File: config.mk
export PLATFORM = sky130hd
export DESIGN_NAME = apc_frame_text_demux_core_flat
export DESIGN_NICKNAME = d
export VERILOG_FILES = /design/src/hw/rtl/apc_ftd_pkg.sv /design/src/hw/rtl/apc_ftd_if.sv /design/src/hw/rtl/apc_ftd_mem.sv /design/src/hw/rtl/apc_frame_text_demux_core.sv /design/src/flat_wrapper.sv
export SDC_FILE = /design/constraint.sdc
export NUM_CORES = 1
export LEC_CHECK = 0
export BUFFER_PORTS_ARGS = -buffer_cell sky130_fd_sc_hd__buf_2
export CORE_UTILIZATION = 40
export DETAILED_ROUTE_END_ITERATION = 10
export GPL_TIMING_DRIVEN = 0
export PLACE_DENSITY_LB_ADDON = 0.05
export SETUP_SLACK_MARGIN = 0.4
export SLEW_MARGIN = 20
export SYNTH_ARGS = -nofsm -noshare
export SYNTH_HDL_FRONTEND = slang
export SYNTH_SLANG_ARGS = --single-unit
File: constraint.sdc
create_clock -name clk -period 4.3 [get_ports clk]
set_clock_uncertainty 0.05 [all_clocks]
set_input_delay 0.215 -clock clk [delete_from_list [all_inputs] [get_ports clk]]
set_output_delay 0.215 -clock clk [all_outputs]
set_load 0.005 [all_outputs]
File: src/hw/rtl/apc_ftd_pkg.sv
`default_nettype none

package apc_ftd_pkg;

  localparam int unsigned BYTE_W = 8;
  localparam int unsigned CFG_IDX_W = 2;
  localparam int unsigned CFG_DATA_W = 1;

  localparam logic [BYTE_W-1:0] CH_ESC = 8'h1B;
  localparam logic [BYTE_W-1:0] CH_INTRO = 8'h5F;
  localparam logic [BYTE_W-1:0] CH_TERM = 8'h5C;
  localparam logic [BYTE_W-1:0] CH_G = 8'h47;
  localparam logic [BYTE_W-1:0] CH_ONE = 8'h31;

  localparam logic [CFG_IDX_W-1:0] CFG_TEXT_EN = 2'd0;
  localparam logic [CFG_IDX_W-1:0] CFG_FRAME_EN = 2'd1;

  localparam logic KIND_TEXT = 1'b0;
  localparam logic KIND_FRAME = 1'b1;

endpackage

`default_nettype wire

File: src/hw/rtl/apc_ftd_if.sv
`default_nettype none

interface apc_ftd_in_if
  import apc_ftd_pkg::*;
  ();
  logic              valid;
  logic              ready;
  logic [BYTE_W-1:0] in_byte;

  modport source (output valid, output in_byte, input ready);
  modport sink (input valid, input in_byte, output ready);
endinterface

interface apc_ftd_out_if
  import apc_ftd_pkg::*;
  ();
  logic              valid;
  logic              ready;
  logic              kind;
  logic [BYTE_W-1:0] data_byte;
  logic              last_of_run;

  modport source (output valid, output kind, output data_byte, output last_of_run,
                  input ready);
  modport sink (input valid, input kind, input data_byte, input last_of_run,
                output ready);
endinterface

`default_nettype wire

File: src/hw/rtl/apc_ftd_mem.sv
`default_nettype none

module apc_ftd_mem
  import apc_ftd_pkg::*;
#(
  parameter int unsigned DEPTH = 64,
  parameter int unsigned AW = 6
) (
  input  wire logic              clk,
  input  wire logic              we,
  input  wire logic [AW-1:0]     waddr,
  input  wire logic [BYTE_W-1:0] wdata,
  input  wire logic              re,
  input  wire logic [AW-1:0]     raddr,
  output logic      [BYTE_W-1:0] rdata
);

  logic [BYTE_W-1:0] mem [DEPTH];

  always_ff @(posedge clk) begin
    if (we) begin
      mem[waddr] <= wdata;
    end
  end

  always_ff @(posedge clk) begin
    if (re) begin
      rdata <= mem[raddr];
    end
  end

endmodule

`default_nettype wire

File: src/hw/rtl/apc_frame_text_demux_core.sv
`default_nettype none

// Channel   Dir  Payload                          Accepted when
// in_ch     in   in_byte[7:0]                     valid && ready
// out_ch    out  kind, data_byte[7:0], last_of_run valid && ready
// cfg       in   cfg_idx[1:0], cfg_data[0]        cfg_we
//
// An escape pair stored in a frame makes two writes into the frame store, the escape
// byte and then, in ST_WR2, the held byte. A qualifying terminator then drains the
// frame, one byte per ST_RD/ST_LOAD pass, as the frame store read is registered.
// Reset is synchronous and clears the parser, counts and output valid flag. Input is
// accepted only in the idle state when the output register is empty or taken.
module apc_frame_text_demux_core
  import apc_ftd_pkg::*;
#(
  parameter int unsigned FRAME_STORE_BYTES = 64
) (
  input  wire logic                  clk,
  input  wire logic                  rst_n,
  apc_ftd_in_if.sink                 in_ch,
  apc_ftd_out_if.source              out_ch,
  input  wire logic                  cfg_we,
  input  wire logic [CFG_IDX_W-1:0]  cfg_idx,
  input  wire logic [CFG_DATA_W-1:0] cfg_data
);

  localparam int unsigned AW = $clog2(FRAME_STORE_BYTES);
  localparam int unsigned CW = $clog2(FRAME_STORE_BYTES + 1);
  localparam logic [CW:0] FSB_W = (CW+1)'(FRAME_STORE_BYTES);

  typedef enum logic [2:0] {ST_IDLE, ST_TXT2, ST_WR2, ST_RD, ST_LOAD} state_t;
  typedef enum logic [1:0] {MD_TEXT, MD_TEXT_ESC, MD_FRAME, MD_FRAME_ESC} mode_t;

  state_t            st_r, st_nxt;
  mode_t             mode_r, mode_nxt;
  logic [CW-1:0]     held_r, held_nxt;
  logic              g_ok_r, g_ok_nxt;
  logic              one_ok_r, one_ok_nxt;
  logic [BYTE_W-1:0] pend_r, pend_nxt;
  logic [AW-1:0]     rd_addr_r, rd_addr_nxt;
  logic [AW-1:0]     drain_last_r, drain_last_nxt;
  logic              text_en_r, text_en_nxt;
  logic              frame_en_r, frame_en_nxt;
  logic              out_valid_r, out_valid_nxt;
  logic              out_kind_r, out_kind_nxt;
  logic [BYTE_W-1:0] out_data_r, out_data_nxt;
  logic              out_last_r, out_last_nxt;

  logic              mem_we;
  logic [AW-1:0]     mem_waddr;
  logic [BYTE_W-1:0] mem_wdata;
  logic              mem_re;
  logic [BYTE_W-1:0] mem_rdata;

  logic              out_free;
  logic              in_ready;
  logic              in_acc;
  logic [BYTE_W-1:0] b;
  logic              full3;
  logic              full4;

  apc_ftd_mem #(
    .DEPTH (FRAME_STORE_BYTES),
    .AW    (AW)
  ) u_store (
    .clk   (clk),
    .we    (mem_we),
    .waddr (mem_waddr),
    .wdata (mem_wdata),
    .re    (mem_re),
    .raddr (rd_addr_r),
    .rdata (mem_rdata)
  );

  assign out_free = !out_valid_r || out_ch.ready;
  assign in_ready = (st_r == ST_IDLE) && out_free;
  assign in_acc = in_ch.valid && in_ready;
  assign b = in_ch.in_byte;
  assign full3 = ({1'b0, held_r} + (CW+1)'(3)) >= FSB_W;
  assign full4 = ({1'b0, held_r} + (CW+1)'(4)) >= FSB_W;

  assign in_ch.ready = in_ready;
  assign out_ch.valid = out_valid_r;
  assign out_ch.kind = out_kind_r;
  assign out_ch.data_byte = out_data_r;
  assign out_ch.last_of_run = out_last_r;

  always_comb begin
    st_nxt = st_r;
    mode_nxt = mode_r;
    held_nxt = held_r;
    g_ok_nxt = g_ok_r;
    one_ok_nxt = one_ok_r;
    pend_nxt = pend_r;
    rd_addr_nxt = rd_addr_r;
    drain_last_nxt = drain_last_r;
    text_en_nxt = text_en_r;
    frame_en_nxt = frame_en_r;
    out_valid_nxt = out_valid_r && !out_ch.ready;
    out_kind_nxt = out_kind_r;
    out_data_nxt = out_data_r;
    out_last_nxt = out_last_r;
    mem_we = 1'b0;
    mem_waddr = held_r[AW-1:0];
    mem_wdata = b;
    mem_re = 1'b0;

    if (cfg_we && cfg_idx == CFG_TEXT_EN) begin
      text_en_nxt = cfg_data[0];
    end
    if (cfg_we && cfg_idx == CFG_FRAME_EN) begin
      frame_en_nxt = cfg_data[0];
    end

    case (st_r)
      ST_IDLE: begin
        if (in_acc) begin
          case (mode_r)
            MD_TEXT: begin
              if (b == CH_ESC) begin
                mode_nxt = MD_TEXT_ESC;
              end else if (text_en_r) begin
                out_valid_nxt = 1'b1;
                out_kind_nxt = KIND_TEXT;
                out_data_nxt = b;
                out_last_nxt = 1'b1;
              end
            end
            MD_TEXT_ESC: begin
              if (b == CH_INTRO) begin
                mode_nxt = MD_FRAME;
                held_nxt = '0;
              end else begin
                if (text_en_r) begin
                  out_valid_nxt = 1'b1;
                  out_kind_nxt = KIND_TEXT;
                  out_data_nxt = CH_ESC;
                  out_last_nxt = (b == CH_ESC);
                end
                if (b != CH_ESC) begin
                  mode_nxt = MD_TEXT;
                  if (text_en_r) begin
                    pend_nxt = b;
                    st_nxt = ST_TXT2;
                  end
                end
              end
            end
            MD_FRAME: begin
              if (b == CH_ESC) begin
                mode_nxt = MD_FRAME_ESC;
              end else begin
                mem_we = 1'b1;
                held_nxt = held_r + CW'(1);
              end
              if (full3) begin
                mode_nxt = MD_TEXT;
                held_nxt = '0;
              end
            end
            default: begin
              if (b == CH_TERM) begin
                if (frame_en_r && held_r >= CW'(2) && g_ok_r && one_ok_r) begin
                  rd_addr_nxt = '0;
                  drain_last_nxt = held_r[AW-1:0] - AW'(1);
                  st_nxt = ST_RD;
                end
                mode_nxt = MD_TEXT;
                held_nxt = '0;
              end else begin
                mem_we = 1'b1;
                mem_wdata = CH_ESC;
                held_nxt = held_r + CW'(1);
                if (b == CH_ESC) begin
                  mode_nxt = MD_FRAME_ESC;
                end else begin
                  mode_nxt = MD_FRAME;
                  pend_nxt = b;
                  st_nxt = ST_WR2;
                end
                if (full4) begin
                  mode_nxt = MD_TEXT;
                  held_nxt = '0;
                  st_nxt = ST_IDLE;
                end
              end
            end
          endcase
        end
      end
      ST_TXT2: begin
        if (out_free) begin
          out_valid_nxt = 1'b1;
          out_kind_nxt = KIND_TEXT;
          out_data_nxt = pend_r;
          out_last_nxt = 1'b1;
          st_nxt = ST_IDLE;
        end
      end
      ST_WR2: begin
        mem_we = 1'b1;
        mem_wdata = pend_r;
        held_nxt = held_r + CW'(1);
        st_nxt = ST_IDLE;
      end
      ST_RD: begin
        mem_re = 1'b1;
        st_nxt = ST_LOAD;
      end
      ST_LOAD: begin
        if (out_free) begin
          out_valid_nxt = 1'b1;
          out_kind_nxt = KIND_FRAME;
          out_data_nxt = mem_rdata;
          out_last_nxt = (rd_addr_r == drain_last_r);
          if (rd_addr_r == drain_last_r) begin
            st_nxt = ST_IDLE;
          end else begin
            rd_addr_nxt = rd_addr_r + AW'(1);
            st_nxt = ST_RD;
          end
        end
      end
      default: begin
        st_nxt = ST_IDLE;
      end
    endcase

    if (mem_we && mem_waddr == AW'(0)) begin
      g_ok_nxt = (mem_wdata == CH_G);
    end
    if (mem_we && mem_waddr == AW'(1)) begin
      one_ok_nxt = (mem_wdata == CH_ONE);
    end
  end

  always_ff @(posedge clk) begin
    if (!rst_n) begin
      st_r <= ST_IDLE;
      mode_r <= MD_TEXT;
      held_r <= '0;
      g_ok_r <= 1'b0;
      one_ok_r <= 1'b0;
      rd_addr_r <= '0;
      drain_last_r <= '0;
      text_en_r <= 1'b1;
      frame_en_r <= 1'b1;
      out_valid_r <= 1'b0;
    end else begin
      st_r <= st_nxt;
      mode_r <= mode_nxt;
      held_r <= held_nxt;
      g_ok_r <= g_ok_nxt;
      one_ok_r <= one_ok_nxt;
      rd_addr_r <= rd_addr_nxt;
      drain_last_r <= drain_last_nxt;
      text_en_r <= text_en_nxt;
      frame_en_r <= frame_en_nxt;
      out_valid_r <= out_valid_nxt;
    end
  end

  always_ff @(posedge clk) begin
    pend_r <= pend_nxt;
    out_kind_r <= out_kind_nxt;
    out_data_r <= out_data_nxt;
    out_last_r <= out_last_nxt;
  end

`ifndef SYNTHESIS
  a_held_bound: assert property (@(posedge clk) disable iff (!rst_n)
    ({1'b0, held_r} < FSB_W))
    else $error("held count reached the store size");

  a_drain_bound: assert property (@(posedge clk) disable iff (!rst_n)
    (st_r == ST_RD || st_r == ST_LOAD) |-> (rd_addr_r <= drain_last_r))
    else $error("drain address ran past the frame end");

  a_no_stale_frame: assert property (@(posedge clk) disable iff (!rst_n)
    in_acc |=> !(out_valid_r && out_kind_r == KIND_FRAME))
    else $error("frame word present right after an accepted input word");
`endif

endmodule

`default_nettype wire
File: src/flat_wrapper.sv
// flat-port wrapper written by rule: the top's interface ports become plain ports
module apc_frame_text_demux_core_flat import apc_ftd_pkg::*;
#(
  parameter int unsigned FRAME_STORE_BYTES = 64
)
  (clk, rst_n, cfg_we, cfg_idx, cfg_data, in_ch_valid, in_ch_in_byte, in_ch_ready, out_ch_valid, out_ch_kind, out_ch_data_byte, out_ch_last_of_run, out_ch_ready);
  apc_ftd_in_if in_ch_i ();
  apc_ftd_out_if out_ch_i ();
  input  wire logic clk;
  input  wire logic rst_n;
  input  wire logic cfg_we;
  input  wire logic [CFG_IDX_W-1:0] cfg_idx;
  input  wire logic [CFG_DATA_W-1:0] cfg_data;
  input wire logic [$bits(in_ch_i.valid)-1:0] in_ch_valid;
  input wire logic [$bits(in_ch_i.in_byte)-1:0] in_ch_in_byte;
  output wire logic [$bits(in_ch_i.ready)-1:0] in_ch_ready;
  output wire logic [$bits(out_ch_i.valid)-1:0] out_ch_valid;
  output wire logic [$bits(out_ch_i.kind)-1:0] out_ch_kind;
  output wire logic [$bits(out_ch_i.data_byte)-1:0] out_ch_data_byte;
  output wire logic [$bits(out_ch_i.last_of_run)-1:0] out_ch_last_of_run;
  input wire logic [$bits(out_ch_i.ready)-1:0] out_ch_ready;
  assign in_ch_i.valid = in_ch_valid;
  assign in_ch_i.in_byte = in_ch_in_byte;
  assign in_ch_ready = in_ch_i.ready;
  assign out_ch_valid = out_ch_i.valid;
  assign out_ch_kind = out_ch_i.kind;
  assign out_ch_data_byte = out_ch_i.data_byte;
  assign out_ch_last_of_run = out_ch_i.last_of_run;
  assign out_ch_i.ready = out_ch_ready;
  apc_frame_text_demux_core #(.FRAME_STORE_BYTES(FRAME_STORE_BYTES)) u_core (.clk(clk), .rst_n(rst_n), .in_ch(in_ch_i), .out_ch(out_ch_i), .cfg_we(cfg_we), .cfg_idx(cfg_idx), .cfg_data(cfg_data));
endmodule
==> results.sh <==
export IMPL_setup_viol=0
export IMPL_clockRootBuffer="clkbuf_16"
export IMPL_post_dp_cell_area_um2=24400
export IMPL_n_antenna_cell=0
export IMPL_status="finished clean"
export IMPL_grt_pass1_vias=12400
export IMPL_synth_compound_area_share_pct=4.04
export IMPL_ys_seq_area_share_pct=72.9
export IMPL_dpl_hpwl_um=41900
export IMPL_synthSimpleGateAreaFrac_pct=5.52
export IMPL_cts_tree="built"
export IMPL_fin_crit_ns=4.02
export IMPL_clk_path_buf_depth=3
export IMPL_reg2reg_slack_ns=0.28
export IMPL_wl_per_cell_um=28.6
export IMPL_final_cell_area_um2=26500
export IMPL_via_count=12100
export IMPL_synth_top_family_by_area="multiplexers"
export IMPL_max_cap_violations=0
export IMPL_grt_max_degree=65
export IMPL_worstSetupPathType="register to register"
export IMPL_die_h_um=242
export IMPL_fin_util_pct=46.8
export IMPL_grt_overflow_total=0
export IMPL_tns_ns=0
export IMPL_maxSlewViolCount=0
export IMPL_worstPathMaxFanout=10
export IMPL_io_buffers=27
export IMPL_cts_buffers=60
export IMPL_min_from="out_ch_ready"
export IMPL_synthesis_nets=1259
export IMPL_cp_arrival_ns=4.22
export IMPL_synthCells=1234
export IMPL_layout_drive_gt1_share_pct=25.3
export IMPL_post_drt_via_cell_ratio=5.63
export IMPL_synth_xor_area_share_pct=0.496
export IMPL_async_flop_share_pct=0
export IMPL_drc=0
export IMPL_fin_crit_sh_pct=93.6
export IMPL_worstSetupStartpointType="register"
export IMPL_crit_path_end_kind="register"
export IMPL_synthAdderAreaFrac_pct=0.534
export IMPL_drtIter0Drc=1103
export IMPL_synth_edf_count=538
export IMPL_max_slew_worst_pin_slew_ns=1.08
export IMPL_globalplace_congestion=0.846
export IMPL_synth_area_um2=23000
export IMPL_clock_sinks=567
export IMPL_clock_fmax_mhz=249
export IMPL_synthMuxAreaShare_pct=15.0
export IMPL_synth_seq_cells=567
export IMPL_final_net_count=1374
export IMPL_grt_pass1_wl_um=89500
export IMPL_worst_skew_pair_late_latency_ns=0.63
export IMPL_wirelength_um=61400
export IMPL_min_path_type="input port to register"
export IMPL_start_util_pct=40.6
export IMPL_cellPowerDensity_nw_per_um2=423
export IMPL_r2r_end="u_core.u_store.mem[27][4]$_DFFE_PP_"
export IMPL_core_area_um2=56600
export IMPL_grt_util_all_layers_pct=21.4
export IMPL_grt_setup_unrepaired="true"
export IMPL_slew_headroom_pct=28.3
export IMPL_rows=87
export IMPL_area_delta_synth_final_pct=15.4
export IMPL_synth_cell_types=74
export IMPL_syn_area_per_cell_um2=18.6
export IMPL_rr_startpoint="u_core.st_r[2]$_SDFFE_PN0P_"
export IMPL_antenna_found_initial=0
export IMPL_clk_pin_slew_ns=0.06
export IMPL_final_cell_mix="edfxtp_1, mux4_2, nor2_1"
export IMPL_finalHoldViolations=0
export IMPL_detail_route_antenna_nets=0
export IMPL_mostFrequentLayoutCell="edfxtp_1"
export IMPL_hold_depth=5
export IMPL_power_leakage_nw=8.13
export IMPL_critPathRequiredTime_ns=4.50
export IMPL_first_pass_iters=5
export IMPL_r2r_cells=7
export IMPL_die_area_um2=58400
export IMPL_ir_worst_vdd_mv=0.318
export IMPL_io_pins=28
export IMPL_htree_num_levels=2
export IMPL_ys_warnings_count=0
export IMPL_die_x_um=242
export IMPL_synthFlopType="edfxtp_1"
export IMPL_hold_end="u_core.rd_addr_r[2]$_SDFFE_PN0P_"
metal layers:
layer	global-route usage [%]	vias up	part of all wire [%]
met4	5.68	0	2.2
met2	33.3	309	47
met3	3.53	69	4.9
met5	0	-	0
met1	31.1	6458	46
li1	-	5272	-
timing repair:
action	CTS	global route
resized for setup	7	52
hold buffers	14	0
endpoints found under the hold margin	22	0
buffers inserted	0	0
endpoints found under the setup margin	86	281
Yosys cell counts, drive strengths merged (12+ instances only):
cell type / instances / share of area, %
dfxtp: 29 / 2.5
mux2: 12 / 0.59
nor2: 108 / 1.8
clkbuf: 30 / 0.49
inv: 15 / 0.25
a21oi: 19 / 0.41
nor3: 15 / 0.33
nand3: 21 / 0.51
edfxtp: 538 / 70
buf: 36 / 0.78
mux2i: 30 / 1.3
mux4: 134 / 13
a22oi: 30 / 0.98
o21ai: 19 / 0.41
nand2: 43 / 0.70
worst max-delay path by stage:
stage,from,cells after the start,slack [ns],endpoint
after floorplan,u_core.mode_r[0]$_SDFFE_PN0P_,7,0.44,u_core.one_ok_r$_SDFFE_PN0P_
after global placement,u_core.mode_r[0]$_SDFFE_PN0P_,7,-2.09,u_core.one_ok_r$_SDFFE_PN0P_
after detailed placement,u_core.rd_addr_r[1]$_SDFFE_PN0P_,8,0.13,u_core.u_store.rdata[4]$_DFFE_PP_
after CTS,u_core.st_r[2]$_SDFFE_PN0P_,7,0.19,u_core.u_store.mem[59][3]$_DFFE_PP_
after global routing,u_core.st_r[2]$_SDFFE_PN0P_,7,0.07,u_core.u_store.mem[43][0]$_DFFE_PP_
final,u_core.st_r[2]$_SDFFE_PN0P_,7,0.28,u_core.u_store.mem[27][4]$_DFFE_PP_
state kept, by name (all words and copies together), names as in the netlist, 2 cells and up:
name                     flops
u_core.drain_last_r          6
u_core.held_r                7
u_core.mode_r                2
u_core.out_ch.data_byte      8
u_core.pend_r                8
u_core.rd_addr_r             6
u_core.st_r                  3
u_core.u_store.mem         512
u_core.u_store.rdata         8
cells by family (layout without fill, tap and decap cells):
| family | after synthesis | after routing |
|---|---|---|
| compound gates | 130 | 130 |
| xor+xnor | 13 | 13 |
| fa+ha+maj | 10 | 10 |
| buf+inv | 81 | 240 |
| flops | 567 | 567 |
| mux | 176 | 176 |
| simple gates | 257 | 257 |
worst max-delay path, stage by stage (launching register included):
cell	delay [ns]
dfxtp_1	0.35
buf_4	0.20
nor2_4	0.31
nand4_1	0.36
or2_2	0.39
o22ai_1	0.37
nand3_1	0.82
nor2_2	0.78
where the power goes:
| group | switching [mW] | total (mW) | internal [mW] |
|---|---|---|---|
| Combinational | 0.135 | 0.193 | 0.0581 |
| Clock | 2.13 | 4.96 | 2.83 |
| Sequential | 0.00239 | 6.05 | 6.05 |
through the flow:
| step | cells | setup slack [ns] | power (mW) | hold slack (ns) |
|---|---|---|---|---|
| 2_1_floorplan | 1234 | 0.436 | 6.24 | 0.264 |
| 3_3_place_gp | 2017 | -2.09 | 6.33 | 0.403 |
| 3_5_place_dp | 2029 | 0.128 | 6.36 | 0.406 |
| 4_1_cts | 2149 | 0.190 | 11.3 | 0.130 |
| 5_1_grt | 2149 | 0.0697 | 11.5 | 0.173 |
| 6_report | 2149 | 0.276 | 11.2 | 0.164 |
cell type report:
class,count,area (um2)
clock buffers,78,1590
plain buffers,66,319
flip-flops and latches,567,16700
repair buffers,53,510
clock inverters,28,246
fillers,4884,30100
multi-input cells,586,6110
well taps,756,946
inverters,15,56.3
Power figures use the tool's default switching activity.
